**config.mk**
```make
export PLATFORM = sky130hd
export DESIGN_NAME = ubx_frame_parser
export DESIGN_NICKNAME = d
export VERILOG_FILES = /design/src/design/ubx_fp_pkg.sv /design/src/design/ubx_frame_parser.sv /design/src/design/ubx_fp_in_reg.sv /design/src/design/ubx_fp_parse.sv
export SDC_FILE = /design/constraint.sdc
export NUM_CORES = 1
export LEC_CHECK = 0
export BUFFER_PORTS_ARGS = -buffer_cell sky130_fd_sc_hd__buf_2
export CORE_UTILIZATION = 40
export DETAILED_ROUTE_END_ITERATION = 7
export GPL_TIMING_DRIVEN = 1
export SLEW_MARGIN = 20
export SYNTH_ARGS = -nofsm -noshare
export SYNTH_HDL_FRONTEND = slang
export SYNTH_HIERARCHICAL = 1
export SYNTH_SLANG_ARGS = --single-unit
```
**constraint.sdc**
```tcl
create_clock -name clk_i -period 3.85 [get_ports clk_i]
set_clock_uncertainty 0.05 [all_clocks]
set_input_delay 0.5775 -clock clk_i [delete_from_list [all_inputs] [get_ports clk_i]]
set_output_delay 0.5775 -clock clk_i [all_outputs]
set_load 0.01 [all_outputs]
```
**src/design/ubx_fp_pkg.sv**
```systemverilog
// ----------------------------------------------------------------------------
// ubx_fp_pkg
// shared types and constants of the ubx frame parser
// ----------------------------------------------------------------------------
package ubx_fp_pkg;

  // sync pair
  localparam logic [7:0] SYNC_ONE = 8'hB5;
  localparam logic [7:0] SYNC_TWO = 8'h62;

  // register reset values (class 0x01, id 0x07)
  localparam logic [7:0] WATCH_CLASS_RST = 8'h01;
  localparam logic [7:0] WATCH_ID_RST    = 8'h07;

  // register indexes
  localparam logic CFG_WATCH_CLASS = 1'b0;
  localparam logic CFG_WATCH_ID    = 1'b1;

  // parser phases
  localparam logic [3:0] PH_SYNC1   = 4'd0;
  localparam logic [3:0] PH_SYNC2   = 4'd1;
  localparam logic [3:0] PH_CLASS   = 4'd2;
  localparam logic [3:0] PH_ID      = 4'd3;
  localparam logic [3:0] PH_LEN_LO  = 4'd4;
  localparam logic [3:0] PH_LEN_HI  = 4'd5;
  localparam logic [3:0] PH_PAYLOAD = 4'd6;
  localparam logic [3:0] PH_CK_A    = 4'd7;
  localparam logic [3:0] PH_CK_B    = 4'd8;

  // frame status codes
  localparam logic [2:0] ST_NONE     = 3'd0;
  localparam logic [2:0] ST_WATCHED  = 3'd1;
  localparam logic [2:0] ST_OTHER    = 3'd2;
  localparam logic [2:0] ST_CKA_FAIL = 3'd3;
  localparam logic [2:0] ST_CKB_FAIL = 3'd4;
  localparam logic [2:0] ST_TOO_LONG = 3'd5;

  typedef struct packed {
    logic [7:0] watch_class;
    logic [7:0] watch_id;
  } cfg_t;

  typedef struct packed {
    logic        payload_valid;
    logic [7:0]  payload_byte;
    logic [8:0]  payload_offset;
    logic [2:0]  frame_status;
    logic [7:0]  msg_class;
    logic [7:0]  msg_id;
    logic [15:0] msg_length;
  } result_t;

endpackage

```
**src/design/ubx_frame_parser.sv**
```systemverilog
// ----------------------------------------------------------------------------
// ubx_frame_parser
// ubx binary frame parser with 8-bit fletcher checksum
// ----------------------------------------------------------------------------
// Takes one received byte per item and returns exactly one result item per
// byte. The parser hunts for the sync pair b5 62, captures class, id and the
// little-endian 16-bit length, runs the fletcher sums a and b over class, id,
// length and payload, and checks the two trailing bytes. Payload bytes come
// out with their offset (modulo 512); the last byte of a frame carries one
// status: watched accepted, other accepted, ck_a fail, ck_b fail, or too long
// (length above MAX_PAYLOAD, reported on the length high byte). After any
// status the parser resyncs. The watched class and id are registers 0 and 1
// of the write port (reset 0x01 and 0x07); write them only while idle. The
// consumer keeps its own payload snapshot and commits it on watched accepted.
// Rate: one item per cycle sustained while the result side keeps taking items.
// A byte is captured in an input register, and its frame step (one 8-bit add
// pair and the phase update) is then done into the result register, where
// the result waits until it is taken. Both stages stall only when the result
// register is full and not taken.
// ----------------------------------------------------------------------------
module ubx_frame_parser #(
  parameter int MAX_PAYLOAD = 512
) (
  input  logic        clk_i,
  input  logic        rst_ni,
  // configuration write port
  input  logic        cfg_we_i,
  input  logic        cfg_addr_i,
  input  logic [7:0]  cfg_wdata_i,
  // received bytes
  input  logic        s_axis_tvalid,
  output logic        s_axis_tready,
  input  logic [7:0]  s_axis_tdata,   // rx_byte
  // result items
  output logic        m_axis_tvalid,
  input  logic        m_axis_tready,
  // payload_byte[7:0], payload_offset[16:8], frame_status[19:17],
  // msg_class[27:20], msg_id[35:28], msg_length[51:36], zero pad[55:52]
  output logic [55:0] m_axis_tdata,
  output logic        m_axis_tuser    // payload_valid
);
  import ubx_fp_pkg::*;

  cfg_t    cfg_q;
  logic    s1_valid, s1_ready;
  logic [7:0] s1_byte;
  result_t res;

  // watched message registers
  always_ff @(posedge clk_i or negedge rst_ni) begin
    if (!rst_ni) begin
      cfg_q.watch_class <= WATCH_CLASS_RST;
      cfg_q.watch_id    <= WATCH_ID_RST;
    end else if (cfg_we_i) begin
      unique case (cfg_addr_i)
        CFG_WATCH_CLASS: cfg_q.watch_class <= cfg_wdata_i;
        CFG_WATCH_ID:    cfg_q.watch_id    <= cfg_wdata_i;
        default:         cfg_q             <= cfg_q;
      endcase
    end
  end

  // input register
  ubx_fp_in_reg u_in_reg (
    .clk_i       (clk_i),
    .rst_ni      (rst_ni),
    .in_valid_i  (s_axis_tvalid),
    .in_ready_o  (s_axis_tready),
    .in_byte_i   (s_axis_tdata),
    .out_valid_o (s1_valid),
    .out_ready_i (s1_ready),
    .out_byte_o  (s1_byte)
  );

  // frame step and result register
  ubx_fp_parse #(
    .MAX_PAYLOAD (MAX_PAYLOAD)
  ) u_parse (
    .clk_i       (clk_i),
    .rst_ni      (rst_ni),
    .cfg_i       (cfg_q),
    .in_valid_i  (s1_valid),
    .in_ready_o  (s1_ready),
    .in_byte_i   (s1_byte),
    .res_valid_o (m_axis_tvalid),
    .res_ready_i (m_axis_tready),
    .res_o       (res)
  );

  assign m_axis_tuser = res.payload_valid;
  assign m_axis_tdata = {4'b0000, res.msg_length, res.msg_id, res.msg_class,
                         res.frame_status, res.payload_offset, res.payload_byte};

endmodule

```
**src/design/ubx_fp_in_reg.sv**
```systemverilog
// ----------------------------------------------------------------------------
// ubx_fp_in_reg
// input register stage for received bytes
// ----------------------------------------------------------------------------
module ubx_fp_in_reg (
  input  logic       clk_i,
  input  logic       rst_ni,
  input  logic       in_valid_i,
  output logic       in_ready_o,
  input  logic [7:0] in_byte_i,
  output logic       out_valid_o,
  input  logic       out_ready_i,
  output logic [7:0] out_byte_o
);

  logic       valid_q;
  logic [7:0] byte_q;

  assign in_ready_o  = !valid_q || out_ready_i;
  assign out_valid_o = valid_q;
  assign out_byte_o  = byte_q;

  always_ff @(posedge clk_i or negedge rst_ni) begin
    if (!rst_ni) begin
      valid_q <= 1'b0;
    end else if (in_ready_o) begin
      valid_q <= in_valid_i;
    end
  end

  always_ff @(posedge clk_i) begin
    if (in_ready_o && in_valid_i) begin
      byte_q <= in_byte_i;
    end
  end

endmodule

```
**src/design/ubx_fp_parse.sv**
```systemverilog
// ----------------------------------------------------------------------------
// ubx_fp_parse
// frame state, fletcher sums and result register
// ----------------------------------------------------------------------------
module ubx_fp_parse #(
  parameter int MAX_PAYLOAD = 512
) (
  input  logic              clk_i,
  input  logic              rst_ni,
  input  ubx_fp_pkg::cfg_t  cfg_i,
  input  logic              in_valid_i,
  output logic              in_ready_o,
  input  logic [7:0]        in_byte_i,
  output logic              res_valid_o,
  input  logic              res_ready_i,
  output ubx_fp_pkg::result_t res_o
);
  import ubx_fp_pkg::*;

  localparam int          CNT_W   = $clog2(MAX_PAYLOAD + 1);
  localparam logic [16:0] MAX_LEN = 17'(MAX_PAYLOAD);

  logic [3:0]       phase_q, phase_d;
  logic [7:0]       sum_a_q, sum_a_d, sum_b_q, sum_b_d;
  logic [7:0]       class_q, class_d, id_q, id_d;
  logic [15:0]      len_q, len_d;
  logic [CNT_W-1:0] cnt_q, cnt_d;
  logic [CNT_W:0]   cnt_inc;
  logic [7:0]       acc_a, acc_b;
  logic             fire;
  logic             res_valid_q;
  result_t          res_q, res_d;

  assign in_ready_o  = !res_valid_q || res_ready_i;
  assign fire        = in_valid_i && in_ready_o;
  assign res_valid_o = res_valid_q;
  assign res_o       = res_q;

  // running fletcher sums with this byte folded in
  assign acc_a   = sum_a_q + in_byte_i;
  assign acc_b   = sum_b_q + acc_a;
  assign cnt_inc = {1'b0, cnt_q} + {{CNT_W{1'b0}}, 1'b1};

  always_comb begin
    phase_d = phase_q;
    sum_a_d = sum_a_q;
    sum_b_d = sum_b_q;
    class_d = class_q;
    id_d    = id_q;
    len_d   = len_q;
    cnt_d   = cnt_q;
    res_d   = '0;
    unique case (phase_q)
      PH_SYNC2: begin
        if (in_byte_i == SYNC_TWO) begin
          sum_a_d = '0;
          sum_b_d = '0;
          phase_d = PH_CLASS;
        end else if (in_byte_i != SYNC_ONE) begin
          phase_d = PH_SYNC1;
        end
      end
      PH_CLASS: begin
        class_d = in_byte_i;
        sum_a_d = acc_a;
        sum_b_d = acc_b;
        phase_d = PH_ID;
      end
      PH_ID: begin
        id_d    = in_byte_i;
        sum_a_d = acc_a;
        sum_b_d = acc_b;
        phase_d = PH_LEN_LO;
      end
      PH_LEN_LO: begin
        len_d   = {8'h00, in_byte_i};
        sum_a_d = acc_a;
        sum_b_d = acc_b;
        phase_d = PH_LEN_HI;
      end
      PH_LEN_HI: begin
        len_d   = {in_byte_i, len_q[7:0]};
        sum_a_d = acc_a;
        sum_b_d = acc_b;
        cnt_d   = '0;
        if ({1'b0, len_d} > MAX_LEN) begin
          res_d.frame_status = ST_TOO_LONG;
          phase_d            = PH_SYNC1;
        end else if (len_d == 16'h0000) begin
          phase_d = PH_CK_A;
        end else begin
          phase_d = PH_PAYLOAD;
        end
      end
      PH_PAYLOAD: begin
        sum_a_d              = acc_a;
        sum_b_d              = acc_b;
        res_d.payload_valid  = 1'b1;
        res_d.payload_byte   = in_byte_i;
        res_d.payload_offset = 9'(cnt_q);
        cnt_d                = cnt_inc[CNT_W-1:0];
        if (17'(cnt_inc) >= {1'b0, len_q}) begin
          phase_d = PH_CK_A;
        end
      end
      PH_CK_A: begin
        if (in_byte_i == sum_a_q) begin
          phase_d = PH_CK_B;
        end else begin
          res_d.frame_status = ST_CKA_FAIL;
          phase_d            = PH_SYNC1;
        end
      end
      PH_CK_B: begin
        if (in_byte_i != sum_b_q) begin
          res_d.frame_status = ST_CKB_FAIL;
        end else if (class_q == cfg_i.watch_class && id_q == cfg_i.watch_id) begin
          res_d.frame_status = ST_WATCHED;
        end else begin
          res_d.frame_status = ST_OTHER;
        end
        phase_d = PH_SYNC1;
      end
      default: begin
        phase_d = (in_byte_i == SYNC_ONE) ? PH_SYNC2 : PH_SYNC1;
      end
    endcase
    res_d.msg_class  = class_d;
    res_d.msg_id     = id_d;
    res_d.msg_length = len_d;
  end

  always_ff @(posedge clk_i or negedge rst_ni) begin
    if (!rst_ni) begin
      phase_q     <= PH_SYNC1;
      sum_a_q     <= '0;
      sum_b_q     <= '0;
      class_q     <= '0;
      id_q        <= '0;
      len_q       <= '0;
      cnt_q       <= '0;
      res_valid_q <= 1'b0;
    end else begin
      if (fire) begin
        phase_q <= phase_d;
        sum_a_q <= sum_a_d;
        sum_b_q <= sum_b_d;
        class_q <= class_d;
        id_q    <= id_d;
        len_q   <= len_d;
        cnt_q   <= cnt_d;
      end
      if (in_ready_o) begin
        res_valid_q <= in_valid_i;
      end
    end
  end

  always_ff @(posedge clk_i) begin
    if (fire) begin
      res_q <= res_d;
    end
  end

  // payload bytes never carry a frame status
  a_payload_no_status: assert property (@(posedge clk_i) disable iff (!rst_ni)
    res_valid_q && res_q.payload_valid |-> res_q.frame_status == ST_NONE)
    else $error("payload item carries a frame status");

  // every status ends the frame and restarts the sync hunt
  a_status_resync: assert property (@(posedge clk_i) disable iff (!rst_ni)
    fire && res_d.frame_status != ST_NONE |=> phase_q == PH_SYNC1)
    else $error("parser did not resync after a status");

  // the payload counter stays below the captured length
  a_count_in_frame: assert property (@(posedge clk_i) disable iff (!rst_ni)
    phase_q == PH_PAYLOAD |-> 17'(cnt_q) < {1'b0, len_q})
    else $error("payload counter ran past frame length");

  // lengths beyond the buffer never reach the payload phase
  a_len_bound: assert property (@(posedge clk_i) disable iff (!rst_ni)
    phase_q == PH_PAYLOAD || phase_q == PH_CK_A || phase_q == PH_CK_B
    |-> {1'b0, len_q} <= MAX_LEN)
    else $error("oversized frame entered payload");

  // a watched status names the watched message
  a_watched_match: assert property (@(posedge clk_i) disable iff (!rst_ni)
    res_valid_q && res_q.frame_status == ST_WATCHED
    |-> res_q.msg_class == cfg_i.watch_class && res_q.msg_id == cfg_i.watch_id)
    else $error("watched status on another message");

endmodule

```
==> flow_metrics.py <==
metrics = {
    "drt": {
        "m1WireLength_um": 7203,
        "vias_per_cell": 5.186,
        "antenna_left": 0,
        "firstDrtPassIters": 4,
        "wl_per_cell_um": 17.29,
        "top_layer": "met4",
        "drt_iter0_markers": 215,
        "routed-via-count": 4647,
        "met3_length_um": 632,
        "totalWireLength_um": 15490,
        "detail_route.drc_violations": 0,
        "wl_met2_um": 7379,
    },
    "synth": {
        "yosys.cell_types.count": 66,
        "synth_edf_count": 61,
        "async_flop_share_pct": 56.74,
        "synth_area_leader_cell": "dfrtp_1",
        "synth_top_area_share_pct": 27.23,
        "seq_area_frac_synth_pct": 54.95,
        "avgSynthCellArea_um2": 11.96,
        "syn_inst": 584,
        "ys_seq_elements": 141,
        "netlist_area_um2": 6985,
        "yosys-top-cells-area": "dfrtp_1 (27%), edfxtp_1 (26%), mux2_2 (7.7%)",
        "yosys_warnings": 6,
        "ys_dominant_reg_cell": "dfrtp_1",
    },
    "global_route": {
        "grtUsageTotal_pct": 18.55,
        "grt_pass1_vias": 4809,
        "grt_max_degree": 81,
        "grt_remaining_overflow": 0,
        "grt_pass1_wl_um": 25270,
        "antenna_found_initial": 0,
    },
    "critical_path": {
        "path_buf_inv": 0,
        "critPathSlowestCell": "or4_1",
        "start_kind": "flop",
        "endpoint_kind": "flop",
        "crit_chain": "ha_1 > fa_1 > a21o_1 > a21oi_1 > o21bai_1 > a21oi_1 > xnor2_1 > ha_1 > nor3_1 > o21a_1 > or4_1 > a2111oi_0 > o21bai_1",
        "cp.required_ns": 4.15,
        "critPathMaxFanout": 2,
        "cp_slowest_stage_delay_ns": 0.49,
        "critical_path_class": "flop to flop",
        "rrSetupSlack_ns": 0.41,
        "worstPathArrival_ns": 3.74,
        "crit_family": "compound AO/OA/AOI/OAI gates",
    },
    "cts": {
        "cts_resized": 0,
        "cts_tree": "yes",
        "clk_latency_ns": 0.42,
        "root_buffer": "clkbuf_16",
        "path_clk_slew_ns": 0.06,
        "cts-htree-levels": 4,
        "cts_buffers": 17,
        "cts_buffer_depth": 2,
        "cts_hold_buffers": 0,
        "post_cts_buffers": 0,
        "cts_sinks": 141,
    },
    "power": {
        "vdd_ir_drop_max_mv": 0.3187,
        "p_comb_share_pct": 10.5,
        "swShare_pct": 24.82,
        "switchingPower_uw": 941.6,
        "power.share.sequential_pct": 46.0,
        "power_density_nw_per_um2": 461.9,
        "p_leak_nw": 3.761,
        "intPower_mw": 2.852,
        "pwr-share-clk_pct": 43.4,
    },
    "finish": {
        "area_growth_pct": 17.57,
        "layout_common_cells": "dfrtp_1 (76), buf_2 (75), nand2_1 (66)",
        "n_antenna_cell": 0,
        "layout-drive-gt1-share_pct": 29.14,
        "layout_commonest_cell": "dfrtp_1",
        "layout.cells.non_filler": 896,
        "multiInputGateArea_um2": 2939,
        "fillers": 1561,
        "layout.nets": 713,
        "regArea_um2": 3839,
        "final_util_pct": 48.83,
    },
    "place": {
        "io_buffers": 76,
        "place_congestion": 0.8547,
        "place_inst": 864,
        "dpl.hpwl_um": 10640,
    },
    "flow_run": {
        "cap_violations": 0,
    },
    "sta": {
        "tightest_slew_ns": 1.090,
        "period_needed_ns": 3.445,
        "grt_setup_unrepaired": "no",
        "max_freq_mhz": 290.3,
        "setup_viol": 0,
        "max_slew_margin_pct": 27.05,
        "setup_tns_ns": 0,
        "fin_crit_sh_pct": 89.48,
        "hold_viol": 0,
        "slew_viol_final": 0,
    },
    "outcome": {
        "status": "finished clean",
    },
    "die": {
        "rows": 47,
        "top_level_ports": 81,
        "dieArea_um2": 18000,
        "die-height_um": 134.2,
        "core-area_um2": 16820,
        "fp.dieW_um": 134.2,
        "initial_core_util_pct": 41.53,
    },
    "worst_hold_path": {
        "hp-class": "input port to asynchronous set/reset pin",
    },
}
## logic make-up (layout without fill, tap and decap cells)
kind of cell,Yosys count,after routing,synth area share [%]
and+or+nand+nor,180,180,13.38
DFF,141,141,54.95
AOI/OAI and AO/OA,85,85,8.240
muxes,57,57,9.619
buffers and inverters,49,138,3.135
xor gates and xnor gates,43,43,5.391
adders and majority gates,28,28,5.230
other,1,4,0.05368
## cell usage after synthesis, types with 5 or more instances
master,n
ha_1,26
a32o_1,5
and3_1,5
a21o_1,5
nand2_1,66
xnor2_1,20
clkbuf_1,21
mux2_4,8
xor2_1,23
nor4_1,6
edfxtp_1,61
o21ai_0,24
dfrtp_1,76
inv_1,16
nor2_1,22
a21oi_1,15
and2_1,17
mux2_2,48
a22o_1,11
nand3_1,19
nand2b_1,9
nand4_1,5
nor3_1,6
## layout make-up
class                   instances  area share [%]
flip-flops and latches        141           46.74
multi-input cells             397           35.79
clock buffers                  20           5.957
repair buffers                 89           5.896
well taps                     220           3.352
clock inverters                12           1.478
inverters                      17          0.7922
## sequential cells by signal (all words and copies together) (netlist names)
name	flops
u_in_reg/out_byte_o	8
u_parse/class_q	8
u_in_reg/out_valid_o	1
u_parse/sum_b_q	8
u_parse/phase_q	4
u_parse/len_q	16
u_parse/res_valid_o	1
cfg_q	16
u_parse/cnt_q	10
u_parse/id_q	8
u_parse/res_o	53
u_parse/sum_a_q	8
## per-stage QoR
step                setup WS (ns)  hold slack (ns)  instance area (um2)  power, mW
finish                     0.4051           0.1400                 8213      3.794
global route               0.1266           0.2225                 8213      3.950
CTS                        0.4144           0.2630                 8209      3.835
detailed placement         0.4462           0.4354                 7599      2.176
global placement           0.4582           0.4236                 7599      2.164
floorplan                  0.3928           0.2319                 6997      2.024
## power groups by stage
stage          combinational (mW)  clock, mW  sequential (mW)
2_1_floorplan               0.238          0             1.79
3_3_place_gp                0.392          0             1.77
3_5_place_dp                0.401          0             1.78
4_1_cts                     0.403       1.69             1.75
5_1_grt                     0.444       1.75             1.76
6_report                    0.399       1.65             1.75
## worst paths after layout
| path | start | to | cells after the start |
|---|---|---|---|
| hold reg to reg | u_parse/sum_a_q[7]$_DFFE_PN0P_ | u_parse/sum_a_q[7]$_DFFE_PN0P_ | 2 |
| setup / recovery | u_in_reg/out_byte_o[0]$_DFFE_PP_ | u_parse/sum_b_q[7]$_DFFE_PN0P_ | 13 |
| setup reg to reg | u_in_reg/out_byte_o[0]$_DFFE_PP_ | u_parse/sum_b_q[7]$_DFFE_PN0P_ | 13 |
| min in group clk_i | s_axis_tdata[5] | u_in_reg/out_byte_o[5]$_DFFE_PP_ | 1 |
| hold / removal | rst_ni | u_in_reg/out_valid_o$_DFFE_PN0P_ | 1 |
| max in group asynchronous | rst_ni | u_parse/len_q[3]$_DFFE_PN0P_ | 1 |
## worst reg2reg max path, delay by kind of cell, from the launching register on
kind / cells / cell delay (ns)
AOI/OAI and AO/OA: 7 / 1.36
xor gates and xnor gates: 1 / 0.18
adders and majority gates: 3 / 0.86
DFF: 1 / 0.38
and+or+nand+nor: 2 / 0.54
## per-layer routing
metal | global-route usage, % | vias to the layer above
met5 | 0 | -
met4 | 7.803 | 0
met3 | 3.741 | 18
met2 | 30.05 | 115
met1 | 24.24 | 2265
li1 | - | 2249
No activity file was read; power rests on OpenSTA's default activity.
